<file path="src/rtl/nmea_coordinate_to_degrees_assert.svh">
// assertion macros for the coordinate converter
// used by nmea_coordinate_to_degrees; clock and reset nets must be named clock and reset
`ifndef NMEA_COORDINATE_TO_DEGREES_ASSERT_SVH
`define NMEA_COORDINATE_TO_DEGREES_ASSERT_SVH
`ifndef SYNTHESIS
`define NC2D_ASSERT_IMPLIES(label, ante, cons) \
   label: assert property (@(posedge clock) disable iff (reset) (ante) |-> (cons)) \
      else $error("nmea_c2d check failed");
`define NC2D_ASSERT_NEXT(label, ante, cons) \
   label: assert property (@(posedge clock) (ante) |=> (cons)) \
      else $error("nmea_c2d check failed");
`else
`define NC2D_ASSERT_IMPLIES(label, ante, cons)
`define NC2D_ASSERT_NEXT(label, ante, cons)
`endif
`endif

</file>
<file path="src/rtl/nmea_c2d_pkg.sv">
// shared types, character codes and constants of the coordinate converter
// no dependencies
`default_nettype none

package nmea_c2d_pkg;

   typedef struct packed {
      logic [7:0] ch;
      logic [7:0] hemisphere;
      logic       func;
   } req_type;

   typedef struct packed {
      logic signed [34:0] degrees_e7;
      logic               empty_res;
      logic               overflow;
   } rsp_type;

   // what the parser hands over at the end of a token
   typedef struct packed {
      logic [3:0]  rem_tens;
      logic [3:0]  rem_ones;
      logic [23:0] frac_e7;
      logic        negative;
      logic        empty;
      logic        overflow;
   } conv_cmd_type;

   typedef enum logic [2:0] {
      PH_INT  = 3'b001,
      PH_FRAC = 3'b010,
      PH_STOP = 3'b100
   } phase_type;

   localparam logic [7:0] CHAR_NUL   = 8'h00;
   localparam logic [7:0] CHAR_ZERO  = 8'h30;
   localparam logic [7:0] CHAR_NINE  = 8'h39;
   localparam logic [7:0] CHAR_POINT = 8'h2E;
   localparam logic [7:0] CHAR_N     = 8'h4E;
   localparam logic [7:0] CHAR_E     = 8'h45;
   localparam logic       FUNC_LON   = 1'b1;

   // fraction digits that can change the 1e-7 result
   localparam int unsigned FRAC_E7_DIGITS = 7;
   localparam logic [23:0] E7 = 24'd10000000;
   // ceil(2^32 / 15), exact for quotients of 28-bit values
   localparam logic [28:0] RECIP_15 = 29'd286331154;

   // weight of a fraction digit by position, in 1e-7 of a minute
   function automatic logic [23:0] frac_weight(input logic [2:0] pos);
      logic [23:0] w;
      unique case (pos)
         3'd0: w = 24'd1000000;
         3'd1: w = 24'd100000;
         3'd2: w = 24'd10000;
         3'd3: w = 24'd1000;
         3'd4: w = 24'd100;
         3'd5: w = 24'd10;
         3'd6: w = 24'd1;
         default: w = 24'd0;
      endcase
      return w;
   endfunction

endpackage

`default_nettype wire

</file>
<file path="src/rtl/nmea_coordinate_to_degrees.sv">
// top level of the NMEA ddmm.mmmm coordinate to decimal degree converter
// depends on nmea_c2d_pkg, nmea_c2d_parse, nmea_c2d_conv and the assertion header
//
// usage
//   req channel: one token character per transfer (req_data.ch); a NUL character
//     ends the token and carries the hemisphere letter and the latitude/longitude
//     select. a NUL may follow the last digit directly
//   rsp channel: one result per token, degrees in 1e-7 units plus empty and
//     overflow flags; character transfers give no result
//   throughput: one transfer per cycle on req while req_stall is low; the end-of-token
//     conversion is a four-stage pipeline behind the digit accumulate of the parser
//   result path: the NUL transfer is captured in stage 1 and passes stages 2 and 3
//     to the result register of stage 4, which presents it on rsp
//   rsp_stall: the conversion stages fill behind a stalled result; req_stall only
//     rises once all four stages hold a token, so parsing goes on meanwhile
//   reset: synchronous; clears the parser and empties the pipeline, no result
//     is presented in the cycle after reset
//   INT_DIGITS sets the width of the degree accumulator; FRAC_DIGITS the number
//     of fraction digits kept (only the first seven affect the result)
`default_nettype none

module nmea_coordinate_to_degrees #(
   parameter int INT_DIGITS  = 5,
   parameter int FRAC_DIGITS = 6
) (
   input  wire logic                  clock,
   input  wire logic                  reset,
   input  wire logic                  req_valid,
   output      logic                  req_stall,
   input  wire nmea_c2d_pkg::req_type req_data,
   output      logic                  rsp_valid,
   input  wire logic                  rsp_stall,
   output      nmea_c2d_pkg::rsp_type rsp_data
);

`include "nmea_coordinate_to_degrees_assert.svh"

   localparam int DEG_W = $clog2(10**(INT_DIGITS-2));

   logic                       take;        // a req transfer this cycle
   logic                       end_token;   // the transfer is the closing NUL
   logic                       conv_ready;
   nmea_c2d_pkg::conv_cmd_type cmd;
   logic [DEG_W-1:0]           deg;

   // the pipeline entry gates every transfer so that the parser and the
   // conversion stay in step
   assign req_stall = !conv_ready;
   assign take      = req_valid && conv_ready;
   assign end_token = take && (req_data.ch == nmea_c2d_pkg::CHAR_NUL);

   nmea_c2d_parse #(
      .INT_DIGITS  (INT_DIGITS),
      .FRAC_DIGITS (FRAC_DIGITS)
   ) u_parse (
      .clock (clock),
      .reset (reset),
      .take  (take),
      .req   (req_data),
      .cmd   (cmd),
      .deg   (deg)
   );

   nmea_c2d_conv #(
      .DEG_W (DEG_W)
   ) u_conv (
      .clock     (clock),
      .reset     (reset),
      .in_valid  (end_token),
      .in_ready  (conv_ready),
      .cmd       (cmd),
      .deg       (deg),
      .out_valid (rsp_valid),
      .out_stall (rsp_stall),
      .out_data  (rsp_data)
   );

   // an empty token reads as zero with no overflow
   `NC2D_ASSERT_IMPLIES(a_empty_is_zero, rsp_valid && rsp_data.empty_res, rsp_data.degrees_e7 == '0 && !rsp_data.overflow)
   // input back-pressure only arises from a held result
   `NC2D_ASSERT_IMPLIES(a_stall_from_output, req_stall, rsp_valid && rsp_stall)
   // reset empties the result register
   `NC2D_ASSERT_NEXT(a_reset_clears, reset, !rsp_valid)

endmodule

`default_nettype wire

</file>
<file path="src/rtl/nmea_c2d_parse.sv">
// character parser: accumulates degree, minute and fraction digits of one token
// depends on nmea_c2d_pkg
`default_nettype none

module nmea_c2d_parse #(
   parameter int INT_DIGITS  = 5,
   parameter int FRAC_DIGITS = 6
) (
   input  wire logic                                   clock,
   input  wire logic                                   reset,
   input  wire logic                                   take,
   input  wire nmea_c2d_pkg::req_type                  req,
   output      nmea_c2d_pkg::conv_cmd_type             cmd,
   output      logic [$clog2(10**(INT_DIGITS-2))-1:0]  deg
);

   localparam int DEG_W = $clog2(10**(INT_DIGITS-2));
   localparam int MUL_W = DEG_W + 4;
   localparam logic [DEG_W-1:0] DEG_MAX = DEG_W'(10**(INT_DIGITS-2) - 1);
   localparam int IC_W = $clog2(INT_DIGITS + 1);
   localparam int FRAC_LIM = (FRAC_DIGITS < nmea_c2d_pkg::FRAC_E7_DIGITS) ?
                             FRAC_DIGITS : nmea_c2d_pkg::FRAC_E7_DIGITS;
   localparam int FC_W = $clog2(FRAC_LIM + 1);

   logic [DEG_W-1:0]        deg_ff, deg_in;
   logic [3:0]              tens_ff, tens_in;
   logic [3:0]              ones_ff, ones_in;
   logic [23:0]             frac_ff, frac_in;
   logic [IC_W-1:0]         icnt_ff, icnt_in;
   logic [FC_W-1:0]         fcnt_ff, fcnt_in;
   nmea_c2d_pkg::phase_type phase_ff, phase_in;
   logic                    saw_ff, saw_in;
   logic                    ovf_ff, ovf_in;

   logic       is_digit;
   logic [3:0] digit;
   logic       positive;

   assign is_digit = (req.ch >= nmea_c2d_pkg::CHAR_ZERO) && (req.ch <= nmea_c2d_pkg::CHAR_NINE);
   assign digit    = req.ch[3:0];

   always_comb begin
      deg_in   = deg_ff;
      tens_in  = tens_ff;
      ones_in  = ones_ff;
      frac_in  = frac_ff;
      icnt_in  = icnt_ff;
      fcnt_in  = fcnt_ff;
      phase_in = phase_ff;
      saw_in   = saw_ff;
      ovf_in   = ovf_ff;
      if (take && req.ch != nmea_c2d_pkg::CHAR_NUL) begin
         saw_in = 1'b1;
         unique case (phase_ff)
            nmea_c2d_pkg::PH_INT: begin
               if (is_digit) begin
                  if (icnt_ff < IC_W'(INT_DIGITS)) begin
                     // shift the two minute digits along, the top one into degrees
                     deg_in  = DEG_W'(MUL_W'(deg_ff) * MUL_W'(10) + MUL_W'(tens_ff));
                     tens_in = ones_ff;
                     ones_in = digit;
                     icnt_in = icnt_ff + IC_W'(1);
                  end else begin
                     deg_in  = DEG_MAX;
                     tens_in = 4'd9;
                     ones_in = 4'd9;
                     ovf_in  = 1'b1;
                  end
               end else if (req.ch == nmea_c2d_pkg::CHAR_POINT) begin
                  phase_in = nmea_c2d_pkg::PH_FRAC;
               end else begin
                  phase_in = nmea_c2d_pkg::PH_STOP;
               end
            end
            nmea_c2d_pkg::PH_FRAC: begin
               if (is_digit) begin
                  if (fcnt_ff < FC_W'(FRAC_LIM)) begin
                     frac_in = frac_ff + 24'(digit) * nmea_c2d_pkg::frac_weight(3'(fcnt_ff));
                     fcnt_in = fcnt_ff + FC_W'(1);
                  end
               end else begin
                  phase_in = nmea_c2d_pkg::PH_STOP;
               end
            end
            default: begin
            end
         endcase
      end else if (take) begin
         // end of token: start afresh
         deg_in   = '0;
         tens_in  = '0;
         ones_in  = '0;
         frac_in  = '0;
         icnt_in  = '0;
         fcnt_in  = '0;
         phase_in = nmea_c2d_pkg::PH_INT;
         saw_in   = 1'b0;
         ovf_in   = 1'b0;
      end
   end

   always_ff @(posedge clock) begin
      if (reset) begin
         deg_ff   <= '0;
         tens_ff  <= '0;
         ones_ff  <= '0;
         frac_ff  <= '0;
         icnt_ff  <= '0;
         fcnt_ff  <= '0;
         phase_ff <= nmea_c2d_pkg::PH_INT;
         saw_ff   <= 1'b0;
         ovf_ff   <= 1'b0;
      end else begin
         deg_ff   <= deg_in;
         tens_ff  <= tens_in;
         ones_ff  <= ones_in;
         frac_ff  <= frac_in;
         icnt_ff  <= icnt_in;
         fcnt_ff  <= fcnt_in;
         phase_ff <= phase_in;
         saw_ff   <= saw_in;
         ovf_ff   <= ovf_in;
      end
   end

   assign positive = (req.func == nmea_c2d_pkg::FUNC_LON) ?
                     (req.hemisphere == nmea_c2d_pkg::CHAR_E) :
                     (req.hemisphere == nmea_c2d_pkg::CHAR_N);

   always_comb begin
      cmd.rem_tens = tens_ff;
      cmd.rem_ones = ones_ff;
      cmd.frac_e7  = frac_ff;
      cmd.negative = !positive;
      cmd.empty    = !saw_ff || (req.hemisphere == nmea_c2d_pkg::CHAR_NUL);
      cmd.overflow = ovf_ff && saw_ff && (req.hemisphere != nmea_c2d_pkg::CHAR_NUL);
   end

   assign deg = deg_ff;

endmodule

`default_nettype wire

</file>
<file path="src/rtl/nmea_c2d_conv.sv">
// four-stage conversion of a finished token to signed 1e-7 degrees
// depends on nmea_c2d_pkg
`default_nettype none

module nmea_c2d_conv #(
   parameter int DEG_W = 10
) (
   input  wire logic                        clock,
   input  wire logic                        reset,
   input  wire logic                        in_valid,
   output      logic                        in_ready,
   input  wire nmea_c2d_pkg::conv_cmd_type  cmd,
   input  wire logic [DEG_W-1:0]            deg,
   output      logic                        out_valid,
   input  wire logic                        out_stall,
   output      nmea_c2d_pkg::rsp_type       out_data
);

   logic rdy1, rdy2, rdy3, rdy4;

   // stage 1: captured token
   logic                       s1_valid_ff;
   nmea_c2d_pkg::conv_cmd_type s1_cmd_ff;
   logic [DEG_W-1:0]           s1_deg_ff;

   // stage 2: minutes numerator and scaled degrees
   logic        s2_valid_ff;
   logic [29:0] s2_num_ff, s2_num_in;
   logic [34:0] s2_deg_ff, s2_deg_in;
   logic        s2_neg_ff, s2_empty_ff, s2_ovf_ff;
   logic [6:0]  rem;

   // stage 3: minutes over sixty, signed degree part
   logic        s3_valid_ff;
   logic [23:0] s3_q_ff, s3_q_in;
   logic [34:0] s3_dsig_ff, s3_dsig_in;
   logic        s3_neg_ff, s3_empty_ff, s3_ovf_ff;
   logic [56:0] prod;

   // stage 4: result register
   logic                  s4_valid_ff;
   nmea_c2d_pkg::rsp_type s4_data_ff, s4_data_in;
   logic [34:0]           total;

   assign rdy4     = !s4_valid_ff || !out_stall;
   assign rdy3     = !s3_valid_ff || rdy4;
   assign rdy2     = !s2_valid_ff || rdy3;
   assign rdy1     = !s1_valid_ff || rdy2;
   assign in_ready = rdy1;

   assign rem       = 7'(s1_cmd_ff.rem_tens) * 7'd10 + 7'(s1_cmd_ff.rem_ones);
   assign s2_num_in = 30'(rem) * 30'(nmea_c2d_pkg::E7) + 30'(s1_cmd_ff.frac_e7);
   assign s2_deg_in = 35'(s1_deg_ff) * 35'(nmea_c2d_pkg::E7);

   // divide by four exactly, then by fifteen through the reciprocal
   assign prod       = 57'(s2_num_ff[29:2]) * 57'(nmea_c2d_pkg::RECIP_15);
   assign s3_q_in    = prod[55:32];
   assign s3_dsig_in = s2_neg_ff ? (35'd0 - s2_deg_ff) : s2_deg_ff;

   assign total = s3_neg_ff ? (s3_dsig_ff - 35'(s3_q_ff)) : (s3_dsig_ff + 35'(s3_q_ff));

   always_comb begin
      s4_data_in.degrees_e7 = s3_empty_ff ? '0 : $signed(total);
      s4_data_in.empty_res  = s3_empty_ff;
      s4_data_in.overflow   = s3_ovf_ff;
   end

   always_ff @(posedge clock) begin
      if (reset) begin
         s1_valid_ff <= 1'b0;
         s2_valid_ff <= 1'b0;
         s3_valid_ff <= 1'b0;
         s4_valid_ff <= 1'b0;
      end else begin
         if (rdy1) s1_valid_ff <= in_valid;
         if (rdy2) s2_valid_ff <= s1_valid_ff;
         if (rdy3) s3_valid_ff <= s2_valid_ff;
         if (rdy4) s4_valid_ff <= s3_valid_ff;
      end
   end

   always_ff @(posedge clock) begin
      if (rdy1 && in_valid) begin
         s1_cmd_ff <= cmd;
         s1_deg_ff <= deg;
      end
      if (rdy2 && s1_valid_ff) begin
         s2_num_ff   <= s2_num_in;
         s2_deg_ff   <= s2_deg_in;
         s2_neg_ff   <= s1_cmd_ff.negative;
         s2_empty_ff <= s1_cmd_ff.empty;
         s2_ovf_ff   <= s1_cmd_ff.overflow;
      end
      if (rdy3 && s2_valid_ff) begin
         s3_q_ff     <= s3_q_in;
         s3_dsig_ff  <= s3_dsig_in;
         s3_neg_ff   <= s2_neg_ff;
         s3_empty_ff <= s2_empty_ff;
         s3_ovf_ff   <= s2_ovf_ff;
      end
      if (rdy4 && s3_valid_ff) begin
         s4_data_ff <= s4_data_in;
      end
   end

   assign out_valid = s4_valid_ff;
   assign out_data  = s4_data_ff;

endmodule

`default_nettype wire

</file>
<file path="config.mk">
export PLATFORM = sky130hd
export DESIGN_NAME = nmea_coordinate_to_degrees
export DESIGN_NICKNAME = d
export VERILOG_FILES = /design/src/rtl/nmea_c2d_pkg.sv /design/src/rtl/nmea_coordinate_to_degrees.sv /design/src/rtl/nmea_c2d_parse.sv /design/src/rtl/nmea_c2d_conv.sv
export VERILOG_INCLUDE_DIRS = /design/src /design/src/rtl
export SDC_FILE = /design/constraint.sdc
export NUM_CORES = 1
export LEC_CHECK = 0
export ABC_AREA = 1
export BUFFER_PORTS_ARGS = -buffer_cell sky130_fd_sc_hd__buf_2
export CAP_MARGIN = 20
export CORE_UTILIZATION = 57
export CTS_BUF_LIST = sky130_fd_sc_hd__clkbuf_4
export DETAILED_ROUTE_END_ITERATION = 8
export HOLD_SLACK_MARGIN = 0.08
export PLACE_DENSITY = 0.72
export SYNTH_ARGS = -nofsm -noshare
export SYNTH_HDL_FRONTEND = slang
export SYNTH_SLANG_ARGS = --single-unit
</file>
<file path="constraint.sdc">
create_clock -name clock -period 11.3 [get_ports clock]
set_input_delay 2.26 -clock clock [delete_from_list [all_inputs] [get_ports clock]]
set_output_delay 2.26 -clock clock [all_outputs]
set_load 0.05 [all_outputs]
</file>
==> impl_metrics.toml, run 1 <==
[drt]
ant_nets = 0
post_drt_via_cell_ratio = 5.36
wl_per_cell_um = 15.7
routed.top_layer = "met4"
vias = 23300
first_pass_iters = 8
wl_met3_um = 3560
drc_errors = 0
drtIter0Drc = 1353
wl_met1_um = 31500
dr_wl_met2_um = 31600
routed_wl_um = 68500

[grt]
grt_max_degree = 59
grt_overflow = 0
grt_pass1_wl_um = 113000
antenna_found_initial = 2
first_global_vias = 23200
track_usage_pct = 27.8

[logic_synthesis]
yosysWarnings = 0
synth_edf_count = 193
synth_nets = 4234
syn_area_mm2 = 0.0290
ys_types = 53
async_flop_share_pct = 0
seq_area_frac_synth_pct = 23.9
synth_cells = 3530
ys.flop_type = "edfxtp_1"
syn-mean-instance-area_um2 = 8.23
ys_ff_latch = 250

[sta]
fin_setup_tns_ns = 0
post-route-period-util_pct = 56.8
slew_viol_final = 0
finClkSkew_ns = 0.0915
period_needed_ns = 6.41
relSlewSlack_pct = 32.6
tightest_slew_ns = 1.01
hold_viol = 0
fmax_mhz = 156
setup_viol = 0
hold_slack_ns = 0.418
rsz0062_at_grt = "false"

[layout]
layout-drive-gt1-share_pct = 6.00
area_delta_synth_final_pct = 6.60
layout_common_cells = "704 x inv_1, 594 x nand2_1, 467 x ha_1"
nets = 4339
fill_cells = 4549
final_common_cell = "inv_1"
postLayoutCoreUtil_pct = 61.7
stdcell_area_mm2 = 0.0310
stdcell_count = 4358

[power]
power.leakage_uw = 0.0155
clockPowerShare_pct = 40.3
share_comb_of_total_power_pct = 10.9
peakVddDrop_mv = 0.0818
intPower_uw = 1490
p_seq_share_pct = 48.8
p_per_area_mw_per_mm2 = 65.3
power.switching_uw = 534
swShare_pct = 26.4

[clock_tree]
clockBufferDepth = 3
clock_sinks = 250
cts_root_buf = "clkbuf_4"
cts-buffers-inserted = 68
hold_buffers = 0
path_clk_slew_ns = 0.07
clk_latency_ns = 0.82
cts_resized = 0
h-tree-depth = 3
cts_tree = "built"
postCtsSetupBuffers = 0

[placement]
io_buffers = 59
place_congestion = 0.979
dp.cells = 4237
dpl_cell_area_mm2 = 0.0301
dp_hpwl_um = 57000

[run]
drv_cap = 0

[critical_path]
endpoint_kind = "flop"
critPathRequiredTime_ns = 11.82
cp.arrival_ns = 6.94
critPathKind = "flop to flop"
crit_fanout = 6
start_kind = "flop"

[worst_hold_path]
hp-class = "flop to flop"

[die]
die_y_um = 228
num_rows = 82
die_area_mm2 = 0.0518
initial_core_util_pct = 57.9
core-area_mm2 = 0.0502
die_w_um = 228
pin_count = 60

[status]
status = "completed"
[final timing paths]
check                                     startpoint                    to  slack, ns  cells after the start
worst max-delay path            u_conv.s1_cmd_ff[32]  u_conv.s2_num_ff[25]       4.89                     26
worst min-delay path              u_conv.s2_empty_ff    u_conv.s3_empty_ff       0.42                      0
worst max register to register  u_conv.s1_cmd_ff[32]  u_conv.s2_num_ff[25]       4.89                     26
worst min register to register    u_conv.s2_empty_ff    u_conv.s3_empty_ff       0.42                      0
[kinds of logic after synthesis]
kind of cell | synth area share (%)
flops | 23.9
compound gates | 10.3
fa+ha+maj | 35.0
buf+inv | 9.63
simple gates | 17.3
xor+xnor | 3.81
[flip-flops by register name (all words and copies together), names as in the netlist, 4 cells and up]
signal	flops
u_conv.out_data	37
u_conv.s1_cmd_ff	33
u_conv.s1_deg_ff	10
u_conv.s2_deg_ff	27
u_conv.s2_num_ff	28
u_conv.s3_dsig_ff	28
u_conv.s3_q_ff	24
u_parse.deg	10
u_parse.frac_ff	24
u_parse.ones_ff	4
u_parse.tens_ff	4
[Yosys cell counts (2+ instances only)]
master,instances,area share [%]
o22ai_1,5,0.11
nand2_4,2,0.078
o21ai_0,157,2.7
and3_1,5,0.11
inv_1,706,9.1
nand4_1,29,0.62
nand3_2,4,0.14
buf_4,2,0.052
xnor2_1,36,1.1
o21bai_1,16,0.41
nand2_1,594,7.7
nand2_2,9,0.19
edfxtp_1,193,20
a211oi_1,3,0.078
nor3_2,2,0.069
nor4_1,21,0.45
nor2_1,308,4.0
o21ai_1,13,0.22
nand3_1,129,2.2
and2_1,3,0.065
dfxtp_1,57,3.9
nand3b_1,11,0.28
o211ai_1,3,0.078
nor2_4,2,0.078
a21o_1,15,0.39
a21boi_0,10,0.26
nor3_1,44,0.76
xor2_1,87,2.6
o21ai_2,4,0.12
inv_2,4,0.052
or2_2,9,0.19
a31oi_1,16,0.34
a221oi_1,2,0.060
fa_1,216,15
o31ai_1,8,0.21
ha_1,467,20
or2_1,2,0.043
nor2_8,2,0.14
buf_2,6,0.10
o21a_1,13,0.34
nor2_2,7,0.15
buf_6,2,0.078
clkbuf_1,17,0.22
a21oi_1,280,4.8
[area by class of cell]
cell class	count	area, µm²	share of cell area (%)
Multi-Input combinational cell	2543	19300	62.4
Clock inverter	28	183	0.590
Sequential cell	250	6940	22.4
Antenna cell	3	7.51	0.0243
Clock buffer	90	676	2.18
Inverter	710	2670	8.61
Tap cell	672	841	2.72
Timing Repair Buffer	62	318	1.03
[power groups by stage]
| stage | clock network, µW | logic (µW) | registers, µW |
|---|---|---|---|
| finish | 814 | 220 | 986 |
| global route | 887 | 252 | 985 |
| CTS | 842 | 220 | 986 |
| detailed placement | 0 | 218 | 1010 |
| global placement | 0 | 216 | 1010 |
| floorplan | 0 | 167 | 1010 |
[per-layer routing]
layer	track usage, %	vias up
li1	-	11800
met1	37.1	10800
met2	46.1	600
met3	4.24	130
met4	8.92	0
met5	0	-
[critical path, cell delays in order (launching register included)]
cell and delay (ns):
edfxtp_1 0.42, ha_1 0.32, ha_1 0.19, inv_1 0.06
fa_1 0.45, xor2_1 0.34, inv_1 0.21, ha_1 0.35
inv_1 0.06, fa_1 0.49, inv_1 0.05, fa_1 0.44
fa_1 0.44, ha_1 0.36, nand2_1 0.09, inv_1 0.08
nand3_1 0.06, o21ai_1 0.26, xor2_1 0.19, ha_1 0.30
a21oi_1 0.25, o21ai_0 0.16, a21oi_1 0.14, nand2_1 0.10
nand3_1 0.09, nand2_1 0.12, xor2_1 0.16
[metrics by stage]
stage                     setup slack (ns)  total power (µW)
after CTS                             4.91              2050
after detailed placement              4.88              1220
after global placement                4.97              1220
after floorplan                       5.40              1170
final                                 4.89              2020
after global routing                  4.39              2120
Power figures use the tool's default switching activity.
==> run 2, diff against run 1 <==
==> constraint.sdc (replaced) <==
create_clock -name clock -period 6.4 [get_ports clock]
set_input_delay 1.28 -clock clock [delete_from_list [all_inputs] [get_ports clock]]
set_output_delay 1.28 -clock clock [all_outputs]
set_load 0.05 [all_outputs]
==> impl_metrics.toml, run 2 (synthesis gave the netlist of run 1 again) <==
[run]
drv_cap = 0

[sta]
post-route-period-util_pct = 94.9
slew_viol_final = 0
relSlewSlack_pct = 33.3
hold_slack_ns = 0.406
finClkSkew_ns = 0.0541
fmax_mhz = 165
rsz0062_at_grt = "false"
fin_ws_ns = 0.328
tightest_slew_ns = 0.999
period_needed_ns = 6.07
hold_viol = 0
setup_viol = 0
fin_setup_tns_ns = 0

[drt]
routed.top_layer = "met4"
first_pass_iters = 8
routed_wl_um = 68100
drc_errors = 0
drtIter0Drc = 1549
wl_met1_um = 31400
wl_per_cell_um = 15.6
post_drt_via_cell_ratio = 5.36
ant_nets = 0
wl_met3_um = 3660
dr_wl_met2_um = 31700
vias = 23400

[placement]
place_worst_setup_slack_ns = 0.0485
dp_hpwl_um = 56800
dp.cells = 4242
io_buffers = 59
place_congestion = 0.981

[grt]
antenna_found_initial = 2
grt_max_degree = 59
grt_pass1_wl_um = 113000
grt_overflow = 0
first_global_vias = 23300
track_usage_pct = 27.6

[clock_tree]
path_clk_slew_ns = 0.06
cts_root_buf = "clkbuf_4"
h-tree-depth = 3
cts_tree = "built"
clockBufferDepth = 3
hold_buffers = 0
clock_sinks = 250
clk_latency_ns = 0.79
cts-buffers-inserted = 68

[die]
initial_core_util_pct = 57.9
die_w_um = 228
pin_count = 60
die_area_mm2 = 0.0518
num_rows = 82
core-area_mm2 = 0.0502
die_y_um = 228

[layout]
nets = 4347
largest_reg_flops = 37
layout_common_cells = "703 x inv_1, 588 x nand2_1, 463 x ha_1"
multi_input_area_mm2 = 0.0194
final_common_cell = "inv_1"
stdcell_count = 4361
area_delta_synth_final_pct = 7.08
fill_cells = 4504
register_area_mm2 = 0.00694
layout-drive-gt1-share_pct = 6.78

[power]
swShare_pct = 26.1
totalPowerFinal_uw = 3550
p_per_area_mw_per_mm2 = 114
p_seq_share_pct = 49.1
intPower_uw = 2620
clockPowerShare_pct = 39.7
peakVddDrop_mv = 0.106
share_comb_of_total_power_pct = 11.2
power.switching_uw = 925
power.leakage_uw = 0.0155

[critical_path]
slowest_delay_ns = 0.60
crit_fanout = 4
critPathKind = "flop to flop"
cp_slowest_cell = "fa_2"
endpoint_kind = "flop"
cp.arrival_ns = 6.59
critPathRequiredTime_ns = 6.91
start_kind = "flop"

[status]
status = "completed"

[worst_hold_path]
hp-class = "flop to flop"
[run 2: power groups by stage]
stage          Clock [µW]  Combinational [µW]  Sequential [µW]
2_1_floorplan           0                 296             1770
3_3_place_gp            0                 382             1780
3_5_place_dp            0                 387             1780
4_1_cts              1460                 390             1740
5_1_grt              1540                 455             1740
6_report             1410                 399             1740
[run 2: layer usage]
metal | GRT usage (%) | vias up
li1 | - | 11800
met1 | 37.0 | 10900
met2 | 45.9 | 627
met3 | 4.58 | 102
met4 | 7.82 | 0
met5 | 0 | -
[run 2: through the flow]
| stage | instance area, µm² | utilization (%) |
|---|---|---|
| 6_report | 31100 | 62.0 |
| 5_1_grt | 31100 | 62.0 |
| 4_1_cts | 31000 | 61.7 |
| 3_5_place_dp | 30100 | 60.0 |
| 3_3_place_gp | 30100 | 60.0 |
| 2_1_floorplan | 29000 | - |
[run 2: cell type report]
class | count | share of cell area, %
antenna | 3 | 0.0241
sequential | 250 | 22.3
timing repair buffer | 70 | 1.22
tap | 672 | 2.70
multi-input combinational | 2543 | 62.5
clock buffer | 97 | 2.34
inverter | 710 | 8.57
clock inverter | 16 | 0.342
[run 2: critical path: cells and delay by family, from the launching register on]
kind                     cells  cell delay [ns]
AO/OA/AOI/OAI                4             0.50
XOR/XNOR                     3             0.53
adder cells (fa/ha/maj)      9             3.33
buffers and inverters        4             0.24
flip-flops                   1             0.44
AND/OR/NAND/NOR              8             0.74
[run 2: worst paths after layout]
kind                                            from                   end  slack, ns  cells past startpoint
worst max-delay path            u_conv.s1_cmd_ff[34]  u_conv.s2_num_ff[27]       0.33                     28
worst min register to register   u_conv.s1_cmd_ff[9]   u_conv.s2_num_ff[6]       0.41                      0
worst max register to register  u_conv.s1_cmd_ff[34]  u_conv.s2_num_ff[27]       0.33                     28
worst min-delay path             u_conv.s1_cmd_ff[9]   u_conv.s2_num_ff[6]       0.41                      0
[run 2: what timing repair did]
item / in CTS / in global routing
setup endpoints to repair: 0 / 10
buffers inserted: 0 / 3
resized for setup: 0 / 23
